==> src/rtl/core/b64enc_pkg.sv <==
// Shared types, constants and the alphabet lookup for the Base64 stream encoder.
package b64enc_pkg;

    localparam int QUEUE_DEPTH = 2;
    localparam int CHARS_PER_JOB = 4;

    localparam logic [7:0] PAD_CHAR = 8'h3D;
    localparam logic [7:0] ASCII_UPPER_A = 8'h41;
    localparam logic [7:0] ASCII_LOWER_A = 8'h61;
    localparam logic [7:0] ASCII_ZERO = 8'h30;
    localparam logic [7:0] ASCII_PLUS = 8'h2B;
    localparam logic [7:0] ASCII_SLASH = 8'h2F;

    typedef enum logic [1:0] {
        GP_0,
        GP_1,
        GP_2
    } t_grp_pos;

    typedef struct packed {
        logic [CHARS_PER_JOB-1:0][7:0] chars;
        logic [1:0]                    last_idx;
        logic                          eom;
    } t_job;

    function automatic logic [7:0] b64_sym(input logic [5:0] v);
        logic [7:0] w;
        w = {2'b00, v};
        if (v < 6'd26) begin
            return ASCII_UPPER_A + w;
        end else if (v < 6'd52) begin
            return ASCII_LOWER_A + w - 8'd26;
        end else if (v < 6'd62) begin
            return ASCII_ZERO + w - 8'd52;
        end else if (v == 6'd62) begin
            return ASCII_PLUS;
        end else begin
            return ASCII_SLASH;
        end
    endfunction

endpackage

==> src/rtl/core/base64_stream_encoder_top.sv <==
// Top level of the Base64 stream encoder.
//
// Input channel s_axis: one raw message byte per transaction in s_axis_tdata,
// s_axis_tlast high on the final byte of a message (every message has one or
// more bytes). Output channel m_axis: one ASCII character per transaction in
// m_axis_tdata (A-Z, a-z, 0-9, '+', '/' or '=' padding), m_axis_tlast high on
// the final character of the encoded message.
// Each byte becomes a job of one to four characters in the front end and
// enters a two-entry job queue. The first character of a byte is registered
// in the job queue and then in the output register. Throughput: one character
// per cycle on m_axis while m_axis_tready is high; a non-final byte gives one
// or two characters and a final byte two to four. The emitter's single output
// port sets this rate. s_axis_tready drops only while the job queue is full.
// Reset clears the group position, leftover bits, queue, character index and
// output valid; the next byte starts a new message. When m_axis_tready is low
// the output character holds, the queue fills, and then s_axis_tready falls.
module base64_stream_encoder_top
    import b64enc_pkg::*;
#(
    parameter int QDepth = QUEUE_DEPTH
) (
    input  logic       i_clk,
    input  logic       i_rst_n,
    input  logic       s_axis_tvalid,
    output logic       s_axis_tready,
    input  logic [7:0] s_axis_tdata,   // [7:0] data_byte
    input  logic       s_axis_tlast,
    output logic       m_axis_tvalid,
    input  logic       m_axis_tready,
    output logic [7:0] m_axis_tdata,   // [7:0] out_char
    output logic       m_axis_tlast
);

    logic w_push;
    logic w_full;
    logic w_pop;
    logic w_q_valid;
    t_job w_in_job;
    t_job w_head_job;

    b64enc_front u_front (
        .i_clk   (i_clk),
        .i_rst_n (i_rst_n),
        .i_valid (s_axis_tvalid),
        .i_data  (s_axis_tdata),
        .i_final (s_axis_tlast),
        .o_ready (s_axis_tready),
        .i_full  (w_full),
        .o_push  (w_push),
        .o_job   (w_in_job)
    );

    b64enc_queue #(
        .Depth (QDepth)
    ) u_queue (
        .i_clk   (i_clk),
        .i_rst_n (i_rst_n),
        .i_push  (w_push),
        .i_job   (w_in_job),
        .o_full  (w_full),
        .i_pop   (w_pop),
        .o_valid (w_q_valid),
        .o_job   (w_head_job)
    );

    b64enc_back u_back (
        .i_clk     (i_clk),
        .i_rst_n   (i_rst_n),
        .i_q_valid (w_q_valid),
        .i_q_job   (w_head_job),
        .o_pop     (w_pop),
        .o_tvalid  (m_axis_tvalid),
        .i_tready  (m_axis_tready),
        .o_tdata   (m_axis_tdata),
        .o_tlast   (m_axis_tlast)
    );

endmodule

==> src/rtl/core/b64enc_front.sv <==
// Front end: accepts bytes, tracks the group position and builds character jobs.
module b64enc_front
    import b64enc_pkg::*;
(
    input  logic       i_clk,
    input  logic       i_rst_n,
    input  logic       i_valid,
    input  logic [7:0] i_data,
    input  logic       i_final,
    output logic       o_ready,
    input  logic       i_full,
    output logic       o_push,
    output t_job       o_job
);

    t_grp_pos   r_pos, n_pos;
    logic [3:0] r_left, n_left;
    logic       w_accept;

    assign o_ready  = !i_full;
    assign w_accept = i_valid && !i_full;
    assign o_push   = w_accept;

    always_ff @(posedge i_clk) begin
        if (!i_rst_n) begin
            r_pos  <= GP_0;
            r_left <= 4'd0;
        end else begin
            r_pos  <= n_pos;
            r_left <= n_left;
        end
    end

    always_comb begin
        n_pos  = r_pos;
        n_left = r_left;
        if (w_accept) begin
            if (i_final) begin
                n_pos  = GP_0;
                n_left = 4'd0;
            end else begin
                unique case (r_pos)
                    GP_1: begin
                        n_pos  = GP_2;
                        n_left = i_data[3:0];
                    end
                    GP_2: begin
                        n_pos  = GP_0;
                        n_left = 4'd0;
                    end
                    default: begin
                        n_pos  = GP_1;
                        n_left = {2'b00, i_data[1:0]};
                    end
                endcase
            end
        end
    end

    always_comb begin
        o_job = '0;
        unique case (r_pos)
            GP_1: begin
                o_job.chars[0] = b64_sym({r_left[1:0], i_data[7:4]});
                if (i_final) begin
                    o_job.chars[1] = b64_sym({i_data[3:0], 2'b00});
                    o_job.chars[2] = PAD_CHAR;
                    o_job.last_idx = 2'd2;
                    o_job.eom      = 1'b1;
                end
            end
            GP_2: begin
                o_job.chars[0] = b64_sym({r_left, i_data[7:6]});
                o_job.chars[1] = b64_sym(i_data[5:0]);
                o_job.last_idx = 2'd1;
                o_job.eom      = i_final;
            end
            default: begin
                o_job.chars[0] = b64_sym(i_data[7:2]);
                if (i_final) begin
                    o_job.chars[1] = b64_sym({i_data[1:0], 4'b0000});
                    o_job.chars[2] = PAD_CHAR;
                    o_job.chars[3] = PAD_CHAR;
                    o_job.last_idx = 2'd3;
                    o_job.eom      = 1'b1;
                end
            end
        endcase
    end

    a_final_restarts: assert property (@(posedge i_clk) disable iff (!i_rst_n)
        (w_accept && i_final) |=> (r_pos == GP_0 && r_left == 4'd0))
        else $error("group state not cleared after final byte");

    a_left_narrow: assert property (@(posedge i_clk) disable iff (!i_rst_n)
        (r_pos == GP_1) |-> (r_left[3:2] == 2'b00))
        else $error("leftover holds more than two bits at position one");

endmodule

==> src/rtl/core/b64enc_queue.sv <==
// Short job queue between the front end and the character emitter.
module b64enc_queue
    import b64enc_pkg::*;
#(
    parameter int Depth = QUEUE_DEPTH
) (
    input  logic i_clk,
    input  logic i_rst_n,
    input  logic i_push,
    input  t_job i_job,
    output logic o_full,
    input  logic i_pop,
    output logic o_valid,
    output t_job o_job
);

    localparam int PtrW = (Depth > 1) ? $clog2(Depth) : 1;
    localparam int CntW = $clog2(Depth + 1);
    localparam logic [PtrW-1:0] PtrLast = PtrW'(Depth - 1);
    localparam logic [CntW-1:0] CntFull = CntW'(Depth);

    t_job            r_mem [Depth];
    logic [PtrW-1:0] r_wr, n_wr;
    logic [PtrW-1:0] r_rd, n_rd;
    logic [CntW-1:0] r_cnt, n_cnt;

    assign o_full  = (r_cnt == CntFull);
    assign o_valid = (r_cnt != '0);
    assign o_job   = r_mem[r_rd];

    always_comb begin
        n_wr  = r_wr;
        n_rd  = r_rd;
        n_cnt = r_cnt;
        if (i_push) begin
            n_wr = (r_wr == PtrLast) ? '0 : r_wr + PtrW'(1);
        end
        if (i_pop) begin
            n_rd = (r_rd == PtrLast) ? '0 : r_rd + PtrW'(1);
        end
        if (i_push && !i_pop) begin
            n_cnt = r_cnt + CntW'(1);
        end else if (!i_push && i_pop) begin
            n_cnt = r_cnt - CntW'(1);
        end
    end

    always_ff @(posedge i_clk) begin
        if (!i_rst_n) begin
            r_wr  <= '0;
            r_rd  <= '0;
            r_cnt <= '0;
        end else begin
            r_wr  <= n_wr;
            r_rd  <= n_rd;
            r_cnt <= n_cnt;
        end
    end

    always_ff @(posedge i_clk) begin
        if (i_push) begin
            r_mem[r_wr] <= i_job;
        end
    end

    a_no_overflow: assert property (@(posedge i_clk) disable iff (!i_rst_n)
        r_cnt <= CntFull)
        else $error("queue count above depth");

    a_no_underflow: assert property (@(posedge i_clk) disable iff (!i_rst_n)
        i_pop |-> (r_cnt != '0))
        else $error("pop from empty queue");

endmodule

==> src/rtl/core/b64enc_back.sv <==
// Back end: walks the characters of each job into the output register.
module b64enc_back
    import b64enc_pkg::*;
(
    input  logic       i_clk,
    input  logic       i_rst_n,
    input  logic       i_q_valid,
    input  t_job       i_q_job,
    output logic       o_pop,
    output logic       o_tvalid,
    input  logic       i_tready,
    output logic [7:0] o_tdata,
    output logic       o_tlast
);

    logic [1:0] r_idx, n_idx;
    logic       r_tvalid, n_tvalid;
    logic [7:0] r_tdata;
    logic       r_tlast;
    logic       w_load;
    logic       w_job_done;

    assign w_load     = i_q_valid && (!r_tvalid || i_tready);
    assign w_job_done = (r_idx == i_q_job.last_idx);
    assign o_pop      = w_load && w_job_done;

    assign o_tvalid = r_tvalid;
    assign o_tdata  = r_tdata;
    assign o_tlast  = r_tlast;

    always_comb begin
        n_idx    = r_idx;
        n_tvalid = r_tvalid;
        if (w_load) begin
            n_tvalid = 1'b1;
            n_idx    = w_job_done ? 2'd0 : r_idx + 2'd1;
        end else if (i_tready) begin
            n_tvalid = 1'b0;
        end
    end

    always_ff @(posedge i_clk) begin
        if (!i_rst_n) begin
            r_idx    <= 2'd0;
            r_tvalid <= 1'b0;
        end else begin
            r_idx    <= n_idx;
            r_tvalid <= n_tvalid;
        end
    end

    always_ff @(posedge i_clk) begin
        if (w_load) begin
            r_tdata <= i_q_job.chars[r_idx];
            r_tlast <= i_q_job.eom && w_job_done;
        end
    end

    a_mid_job_head: assert property (@(posedge i_clk) disable iff (!i_rst_n)
        (r_idx != 2'd0) |-> i_q_valid)
        else $error("job head lost while characters remain");

    a_idx_in_job: assert property (@(posedge i_clk) disable iff (!i_rst_n)
        (r_idx != 2'd0) |-> (r_idx <= i_q_job.last_idx))
        else $error("character index past end of job");

endmodule

==> config.mk <==
export PLATFORM = sky130hd
export DESIGN_NAME = base64_stream_encoder_top
export DESIGN_NICKNAME = d
export VERILOG_FILES = /design/src/rtl/core/b64enc_pkg.sv /design/src/rtl/core/base64_stream_encoder_top.sv /design/src/rtl/core/b64enc_front.sv /design/src/rtl/core/b64enc_queue.sv /design/src/rtl/core/b64enc_back.sv
export SDC_FILE = /design/constraint.sdc
export NUM_CORES = 1
export LEC_CHECK = 0
export BUFFER_PORTS_ARGS = -buffer_cell sky130_fd_sc_hd__buf_2
export CORE_UTILIZATION = 50
export DETAILED_ROUTE_END_ITERATION = 7
export PLACE_DENSITY_LB_ADDON = 0.3
export RECOVER_POWER = 100
export SETUP_SLACK_MARGIN = 0.3
export SLEW_MARGIN = 10
export SYNTH_ARGS = -nofsm -noshare
export SYNTH_HDL_FRONTEND = slang
export SYNTH_HIERARCHICAL = 1
export SYNTH_SLANG_ARGS = --single-unit
==> constraint.sdc <==
create_clock -name i_clk -period 5.6 [get_ports i_clk]
set_input_delay 1.12 -clock i_clk [delete_from_list [all_inputs] [get_ports i_clk]]
set_output_delay 1.12 -clock i_clk [all_outputs]
set_load 0.01 [all_outputs]
# ---- Word level (Yosys, flattened, before mapping)
# Memory sizes are Yosys's and may differ from the RTL's. A register that Yosys moved wholly into a read port is not among the register bits.
# Index checks and enable logic that the tools add are counted.
dict set report totals {
  register_bits 22
  ramBits 66
  input_bits 13
  mem_count 1
}
# memory words word_bits read_ports rd_clocked_by_memory_dff write_ports line_no
set memory_table {}
lappend memory_table {u_queue.r_mem 2 33 1 1 1 b64enc_queue.sv:22} ;# t_job r_mem [Depth];
dict set report classes {
  addsub 35
  order_cmp 19
  eq_ne 8
  n_mux 46
  n_reduce_logical 15
}
# cell count
set op_table {}
lappend op_table {{$mux 8} 19}
lappend op_table {{$add 7x6->8 const A} 12}
lappend op_table {{$lt 6x6->1 const B} 12}
lappend op_table {{$sub 8x5->8 const B} 6}
lappend op_table {{$sub 8x6->8 const B} 6}
lappend op_table {{$add 6x6->7 const A} 6}
lappend op_table {{$pmux 19 s2} 1}
lappend op_table {{$lt 6x5->1 const B} 6}
lappend op_table {{$eq 6x6->1 const B} 4}
lappend op_table {{$mux 22} 1}
lappend op_table {{$mux 3} 6}
lappend op_table {{$bmux 8 s2} 1}
lappend op_table {{$pmux 8 s2} 1}
lappend op_table {{$mux 14} 1}
lappend op_table {{$mux 1} 8}
lappend op_table {{$mux 2} 4}
lappend op_table {{$pmux 4 s2} 1}
lappend op_table {{$logic_and 1x1->1} 6}
lappend op_table {{$mux 6} 1}
lappend op_table {{$reduce_bool 2->1} 3}
lappend op_table {{$add 2x1->2 const B} 2}
lappend op_table {{$eq 2x2->1 const B} 2}
lappend op_table {{$logic_not 1->1} 4}
lappend op_table {{$mux 4} 1}
lappend op_table {{8 further kinds} 9}

# ---- Logic depth before layout (Yosys ltp)
# Gate-level depths: netlist of the first run.
dict set report logic_depth {
  ltp_word 7
  mapped_depth 10
}

# ---- By module
# The synthesis of the first run kept the hierarchy.
# mod n_inst cells_per_inst area_each_um2
set by_module_without_submodules {}
lappend by_module_without_submodules {b64enc_queue 1 131 2756.4}
lappend by_module_without_submodules {b64enc_front 1 370 2417.3}
lappend by_module_without_submodules {b64enc_back 1 41 664.4}

# ---- Worst setup path before layout of the first run
# OpenSTA, ideal clock, no wires.
dict set report synth_path {
  kind {input -> register}
  start {in s_axis_tvalid}
  end {mem u_queue/r_mem[0][0] (netlist bit) (enable)}
  setup_ns 0.433
  arrival_time_ns 3.088
  required_time_ns 5.167
  slack_ns 2.080
  stages 3
  cell_sequence {nand2_1 inv_1 nor2b_1}
}
dict set report synth_via {
  elab_chain_cells 3
}
# item line_no
set synth_rtl {}
lappend synth_rtl {{from (decl)} base64_stream_encoder_top.sv:24} ;# input logic s_axis_tvalid,
lappend synth_rtl {{$logic_and 1x1->1} b64enc_front.sv:21} ;# assign w_accept = i_valid && !i_full;
lappend synth_rtl {{net w_push} base64_stream_encoder_top.sv:34} ;# logic w_push;
lappend synth_rtl {{$mux 1} b64enc_queue.sv:61} ;# if (i_push) begin
lappend synth_rtl {{$mux 1 (implied by the code)} b64enc_queue.sv:62} ;# r_mem[r_wr] <= i_job;
lappend synth_rtl {{to (decl)} b64enc_queue.sv:22}
# The timed path passes the listed nets, and every way through them passes these cells.

==> results of run 1 <==
==> where the power goes <==
part           total [mW]  internal [mW]  switching (mW)
Sequential          0.982          0.927          0.0552
Combinational       0.623          0.271           0.352
Clock               0.541          0.312           0.229
Total                2.15           1.51           0.637
==> area by class of cell <==
class	instances	area [um2]
fill	999	5330
multi-input combinational	380	2810
sequential	93	2650
clock buffer	14	254
tap	143	179
timing repair buffer	25	104
inverter	22	82.6
clock inverter	2	10.0
==> cell families after synthesis <==
logic type	share of synthesized area (%)
compound gates	15.7
xor+xnor	2.10
fa+ha+maj	5.14
buf+inv	6.54
flops	45.4
mux	11.5
other cells	0.0642
simple gates	13.5
==> worst register-to-register path, delay by kind of cell, from the launching register on <==
family        cells  cell delay [ns]
buf+inv           2             0.38
flops             1             0.39
simple gates      3             2.80
==> per-layer routing <==
layer  global-route usage, %  vias to the layer above  wire length, um
met1                    30.6                     2050             5750
met4                    12.5                        0              376
met5                       0                        -                0
met2                    36.9                      168             6270
met3                    1.59                       27              759
li1                        -                     2016                -
==> path summary, 6_finish.rpt <==
kind	endpoint	depth (start not counted)
max	u_queue/r_mem[0][34]	4
min	u_front/r_pos[1]	2
max reg2reg	u_queue/r_mem[0][34]	5
min reg2reg	u_front/r_pos[1]	2
==> synthesized netlist by cell type, types with 5 or more instances <==
library cell / n
o21ai_0: 28
dfxtp_1: 14
clkbuf_1: 19
a31oi_1: 8
a21o_1: 5
buf_2: 11
inv_1: 19
ha_1: 24
nor2_1: 21
xnor2_1: 9
and2_1: 7
a21boi_0: 8
a21oi_1: 27
nor3_1: 11
mux2_2: 38
edfxtp_1: 79
nand2b_1: 10
buf_4: 16
or3_1: 5
mux4_2: 5
nand3_1: 19
a211oi_1: 6
nand4_1: 7
mux2i_1: 5
o211ai_1: 6
nor2b_1: 10
xor2_1: 5
nand2_1: 36
nor3b_1: 7
==> registers in the layout, indices dropped and copies added, names as in the netlist, named ones only <==
| name | count |
|---|---|
| u_back/o_tdata | 8 |
| u_back/o_tlast | 1 |
| u_back/o_tvalid | 1 |
| u_back/r_idx | 2 |
| u_front/r_left | 4 |
| u_front/r_pos | 2 |
| u_queue/r_cnt | 2 |
| u_queue/r_mem | 70 |
| u_queue/r_rd | 1 |
| u_queue/r_wr | 1 |
==> stage by stage <==
step,std cells,worst slack (ns)
floorplan,547,2.08
global placement,663,1.86
detailed placement,663,1.78
CTS,679,2.15
global route,679,1.04
finish,679,1.40
==> run metrics, run 1 <==
gr usage total a little under a quarter; vias in the first global route ~4000; Core Area 0.0114 mm2; CP Buf/Inv Count 2; Via Count 4261; Critical R2R Launch u_queue/r_cnt[0]; Finished Cell Area 0.00609 mm2; Placer Congestion just under 0.9; Min Hold Slack 0.493 ns; total power ~2.1 mW; TritonCTS Buffers 9; worst-skew pair later-pin latency 0.34 ns; yosys warns 6; Placed Instance Area 0.00587 mm2; drt wl/cell 19.4 um; outcome finished with violations; clock slew at reported path FFs approximately 0.06 ns; WS Path Type primary input to flip-flop; Pwr per Cell Area 352 mW/mm2; CTS root buffer clkbuf_16; clk_skew about 0.0056 ns; cell area after synthesis 0.00584 mm2; Port Buffers 23; Peak Freq 0.238 GHz; Max Cap Violations 2; initial antenna violation count 0; Initial Util 51.1%; Synth top area share 40.6%; slowest stage cell, crit path nor2b_1; synth top area cells edfxtp_1, mux2_2, ha_1; slowest stage delay, CP 2.41 ns; EDFF count, synth 79; Worst R2R Setup Slack 1.56 ns; Max Root-Sink Buffers 2; Synth async-reset ratio 0%; CP delay by family, top simple AND/OR/NAND/NOR gates; Tcrit/Tclk final 75.1%; FP Rows 39; Worst IR Drop VDD 0.266 mV; min Tclk post-route 4.20 ns; Area Overhead vs Synth 4.37%; Critical Path Start Type primary input; Layout Nets 568; Synth cell types 69; layout cell share with drive strength beyond 1 11.4%; die area approximately 0.012 mm2; H-Tree Depth 3; failing checks max-capacitance violations, max-slew violations; most frequent cells in the layout edfxtp_1, nand2_1, mux2_2; Layout Utilization 53.4%; Diodes inserted 0; Setup Buffers After CTS 0; hold path start u_front/r_pos[1]; Die Ht 110 um; P_leak 2.11 nW; drt pass-1 iters 5; post-cts resize count 0; largest net degree at the start of global routing 37; max-slew violations 73; Final ANT Viol Nets 0; leading cell type in the layout, fill and taps excluded edfxtp_1; CTS tree done; Synth Register Bits 93; Vias/cell 6.28; crit-path max FO 36; cell count after synthesis 542; final setup fails 0; Relative slew margins -113%; Critical Path Start s_axis_tvalid; Die W 110 um; synthesized area per cell 10.8 um2; crit path capture type flip-flop; crit-path cells buf_2, nand2_1, inv_1, nor2b_1; Final TNS setup 0 ns; DR DRC count 0; Arr. time, crit path between 4 and 5 ns; largest area contributor in the netlist edfxtp_1; DRT iter0 DRCs 345; hpwl dp 9150 um; Routed WL 13200 um; required time worst endpoint 5.48 ns; TritonCTS sink count between 90 and 100; Ports 24; dominant synthesized flop cell edfxtp_1; Overflow after GRT 0; RSZ-0062 raised after global routing no; first-pass GRT wire length 20500 um; hold violation total from the final report 0; slew of the pin with the lowest slew margin 3.18 ns; register area share after synthesis a little under half; Hold/Removal Path Class flip-flop to flip-flop; hold-fix buffers at CTS 0
Note: power is estimated with default switching activity, not from simulation.
==> run 2: changes to the inputs <==
==> constraint.sdc (replaced) <==
create_clock -name i_clk -period 3.65 [get_ports i_clk]
set_input_delay 0.73 -clock i_clk [delete_from_list [all_inputs] [get_ports i_clk]]
set_output_delay 0.73 -clock i_clk [all_outputs]
set_load 0.01 [all_outputs]
==> run 2 against run 1 <==
  * The run still ends with max-capacitance violations, max-slew violations left
  * Via count increased by 1.2%
  * Non-clock buffer count increased by 10
  * Utilization increased by 0.91 points
  * First-iteration DRC count increased by 2.6%
==> run metrics, run 2 (synthesized netlist as in run 1, its figures left out) <==
min Tclk post-route about 3.2 ns; crit path capture type flip-flop; DR DRC count 0; Diodes inserted 0; hold-fix buffers at CTS 0; RSZ-0062 raised after global routing no; clk_skew roughly 0.011 ns; Finished Layout Cells about 690; Initial Util 51.1%; DRT iter0 DRCs 354; Tcrit/Tclk final 86.6%; Fillers slightly above 1000; Max Root-Sink Buffers 2; layout cell share with drive strength beyond 1 12.8%; Core Area 0.0114 mm2; Pwr per Cell Area 546 mW/mm2; drt wl/cell 19.6 um; worst slack, placed 0.572 ns; Finished Cell Area 0.00620 mm2; Critical Path Start Type primary input; Arr. time, crit path around 3.2 ns; worst-skew pair later-pin latency 0.34 ns; Relative slew margins -17.4%; Ports 24; area of the multi-input gates 0.00282 mm2; TritonCTS sink count between 90 and 100; H-Tree Depth 3; CTS root buffer clkbuf_16; WS Path Type primary input to flip-flop; final worst slack 0.490 ns; crit-path max FO 16; clock slew at reported path FFs 0.06 ns; hpwl dp 9130 um; Final TNS setup 0 ns; Worst R2R Setup Slack 0.66 ns; vias in the first global route 4056; Setup Buffers After CTS 0; Final ANT Viol Nets 0; met3 Resource Use GR 5.29%; Overflow after GRT 0; FP Rows 39; Reg with most FFs u_queue/r_mem; largest net degree at the start of global routing 36; post-cts resize count 0; outcome finished with violations; hold violation total from the final report 0; Placed Instance Area 0.00595 mm2; gr usage total 23.2%; leading cell type in the layout, fill and taps excluded edfxtp_1; first-pass GRT wire length 21000 um; max-slew violations 33; initial antenna violation count 0; Worst IR Drop VDD between 0.4 and 0.5 mV; Via Count 4311; final setup fails 0; die area 0.0121 mm2; Layout Utilization 54.3%; CTS tree done; Max Cap Violations 1; # placed instances 673; Die W 110 um; Vias/cell approximately 6.3; Routed WL about 14000 um; Layout Nets slightly below 600; Peak Freq 0.316 GHz; GR Util met1 30.0%; TritonCTS Buffers 9; total power 3.38 mW; slew of the pin with the lowest slew margin ~1.8 ns; Storage cell area between 0.002 and 0.003 mm2; Hold/Removal Path Class flip-flop to flip-flop; met2 usage 37.5%; failing checks max-capacitance violations, max-slew violations; Area Overhead vs Synth 6.15%; Placer Congestion 0.947; Die Ht 110 um; most frequent cells in the layout edfxtp_1, nand2_1, mux2_2; Port Buffers 23; P_leak about 2.2 nW; required time worst endpoint 3.72 ns; max reg flops 70; drt pass-1 iters 4; busiest layer in global routing met2; Min Hold Slack 0.503 ns
-- run 2: changes by cell type in the layout (fill, tap and decap cells not counted), sizes merged --
cell / delta
clkinv: -1
bufinv: +1
buf: +8
clkbuf: +2
-- run 2: report_power, final --
group          switching, mW  total, mW  internal, mW
Clock                  0.345      0.893         0.548
Sequential            0.0905       1.51          1.42
Combinational          0.559      0.980         0.420
-- run 2: per-layer routing --
metal / vias to the layer above / routed length (um) / share of wire [%]
li1: 2025 / - / -
met1: 2090 / 5770 / 43
met2: 169 / 6570 / 49
met3: 27 / 828 / 6.1
met4: 0 / 344 / 2.5
met5: - / 0 / 0
-- run 2: final timing paths --
path | endpoint | cells past startpoint | startpoint
max | u_queue/r_mem[1][5] | 8 | s_axis_tdata[6]
max reg2reg | u_back/o_tdata[0] | 3 | flip-flop
min | u_front/r_pos[1] | 2 | u_front/r_pos[1]
min reg2reg | u_front/r_pos[1] | 2 | u_front/r_pos[1]
-- run 2: worst max-delay path, stage by stage --
cell and delay (ns):
clkbuf_1 0.47, ha_1 0.55, nor2b_1 0.19, clkbuf_1 0.39, nor2_1 0.10, a211o_1 0.29, a32o_1 0.23, a211o_1 0.28
-- run 2: area by class of cell --
| cell class | count | share of cell area [%] |
|---|---|---|
| clock buffer | 14 | 4.10 |
| clock inverter | 2 | 0.565 |
| inverter | 22 | 1.33 |
| multi-input combinational | 380 | 45.5 |
| sequential | 93 | 42.8 |
| tap | 143 | 2.89 |
| timing repair buffer | 35 | 2.77 |
==> run 3: changes to the inputs <==
--- a/config.mk
+++ b/config.mk
@@ -5,9 +5,9 @@
 export SDC_FILE = /design/constraint.sdc
 export NUM_CORES = 1
 export LEC_CHECK = 0
-export BUFFER_PORTS_ARGS = -buffer_cell sky130_fd_sc_hd__buf_2
-export CORE_UTILIZATION = 50
+export CORE_UTILIZATION = 42
 export DETAILED_ROUTE_END_ITERATION = 7
+export DONT_BUFFER_PORTS = 1
 export PLACE_DENSITY_LB_ADDON = 0.3
 export RECOVER_POWER = 100
 export SETUP_SLACK_MARGIN = 0.3
==> run 3 against run 2 <==
  * The flow still finishes with violations (max-capacitance violations, max-slew violations)
  * Combinational power shrank 9.1%
  * Utilization decreased by 8.5 points
  * Via count down 3.0%
  * Sequential power about the same
  * Global-route usage down 3.9 points
  * Final cell count rose by 1.2%
  * Critical path depth did not move
  * Register-to-register slack got worse by 0.04 ns
  * Routed wire length down 0.56%
  * Fmax rose by 4.4%
  * First-iteration DRC count is 7.3% lower
  * Critical path type is now flip-flop to flip-flop
  * Critical endpoint is now u_queue/r_mem[0][13]
  * Highest routed layer unchanged
==> run metrics, run 3 (synthesized netlist as in run 1, its figures left out) <==
outcome finished with violations; failing checks max-capacitance violations, max-slew violations; Critical Path Start Type flip-flop; max reg flops 70; Psw 0.943 mW; Overflow after GRT 0; crit-path cells inv_1, ha_1, clkbuf_1, clkinv_1, nand2_1, a21oi_1, o21ai_0, o211ai_1; slowest stage cell, crit path clkbuf_1; Placer Congestion 0.933; Ports 24; drt wl/cell between 15 and 20 um; crit path capture type flip-flop; final setup fails 0; Pwr per Cell Area between 500 and 600 mW/mm2; clock slew at reported path FFs 0.06 ns; Diodes inserted 0; cell internal pwr 2.39 mW; RSZ-0062 raised after global routing no; post-cts resize count 0; Layout Nets 553; first-pass GRT wire length about 22000 um; Final ANT Viol Nets 0; P_leak 2.12 nW; Max Root-Sink Buffers 2; Routed WL 13400 um; Comb power frac 26.7%; clock network power share 27.9%; Die W 120 um; Placed Instance Area 0.00586 mm2; most frequent cells in the layout edfxtp_1, nand2_1, mux2_2; slew of the pin with the lowest slew margin 1.79 ns; Reg with most FFs u_queue/r_mem; initial antenna violation count 0; CTS tree done; Core Area 0.0134 mm2; leading cell type in the layout, fill and taps excluded edfxtp_1; WS Path Type flip-flop to flip-flop; required time worst endpoint 3.70 ns; TritonCTS Buffers 9; met3 Resource Use GR 3.42%; Max Cap Violations 1; Vias/cell about 6.0; crit-path max FO 15; FP Rows 42; hold violation total from the final report 0; min Tclk post-route between 3 and 4 ns; Via Count 4182; busiest layer in global routing met2; Tcrit/Tclk final 82.9%; met2 usage between 30% and 40%; Port Buffers 0; hold-fix buffers at CTS 0; Finished Layout Cells 697; Setup Buffers After CTS 0; Relative slew margins -19.6%; Die Ht 120 um; DRT iter0 DRCs approximately 330; Worst IR Drop VDD 0.207 mV; Area Overhead vs Synth 5.17%; vias in the first global route 3894; total power 3.34 mW; Fillers 1203; Finished Cell Area between 0.006 and 0.007 mm2; drt pass-1 iters 5; Switching Share roughly 28%; Final TNS setup 0 ns; DR DRC count 0; Arr. time, crit path between 3 and 4 ns; clk_skew approximately 0.0095 ns; slowest stage delay, CP 0.59 ns; Initial Util around 44%; hpwl dp 9260 um; H-Tree Depth 3; TritonCTS sink count 93; Peak Freq 0.331 GHz; max-slew violations 33; Sequential Power Share 45.4%; Layout Utilization 45.8%; gr usage total 19.3%; die area 0.0144 mm2; # placed instances 681; largest net degree at the start of global routing 36; CTS root buffer clkbuf_16; worst-skew pair later-pin latency 0.34 ns; GR Util met1 26.8%; layout cell share with drive strength beyond 1 11.5%; Hold/Removal Path Class flip-flop to flip-flop
run 3: changes by cell type in the layout (fill, tap and decap cells not counted), sizes merged:
cell	change
clkinv	-1
clkbuf	-14
buf	-10
run 3: worst max-delay path, delay by kind of cell, from the launching register on:
family | cells | cell delay (ns)
AND/OR/NAND/NOR | 1 | 0.50
AO/OA/AOI/OAI | 3 | 0.37
buffers and inverters | 3 | 1.21
flip-flops | 1 | 0.38
adder cells (fa/ha/maj) | 1 | 0.27
run 3: metrics by stage:
stage          setup slack, ns  hold slack (ns)
3_5_place_dp             0.669            0.481
4_1_cts                  0.936            0.474
3_3_place_gp             0.703            0.473
5_1_grt                  0.447            0.470
2_1_floorplan            0.520            0.458
6_report                 0.625            0.490
run 3: cell type report:
cell class              instances  area [um2]  share of cell area (%)
inverters                      22        82.6                    1.35
repair buffers                 10        62.6                    1.02
clock buffers                  15         269                    4.38
multi-input cells             380        2820                    46.0
well taps                     176         220                    3.59
flip-flops and latches         93        2650                    43.2
clock inverters                 1        30.0                   0.489
run 3: power groups by stage:
stage,clock network [mW],logic [mW],registers [mW]
CTS,0.947,0.910,1.52
finish,0.931,0.891,1.51
global route,0.989,0.976,1.54
floorplan,0,0.765,1.52
global placement,0,0.898,1.53
detailed placement,0,0.905,1.54
run 3: path summary, 6_finish.rpt:
check,depth (start not counted),endpoint,slack (ns),start
max,8,u_queue/r_mem[0][13],0.62,u_front/r_pos[0]
min,2,u_front/r_pos[1],0.49,u_front/r_pos[1]
max reg2reg,8,u_queue/r_mem[0][13],0.62,u_front/r_pos[0]
min reg2reg,2,u_front/r_pos[1],0.49,u_front/r_pos[1]
run 3: layer usage:
layer | wire length, um | vias up | share of wire (%)
li1 | - | 1981 | -
met1 | 6260 | 2034 | 47
met2 | 6350 | 150 | 47
met3 | 640 | 17 | 4.8
met4 | 181 | 0 | 1.3
met5 | 0 | - | 0
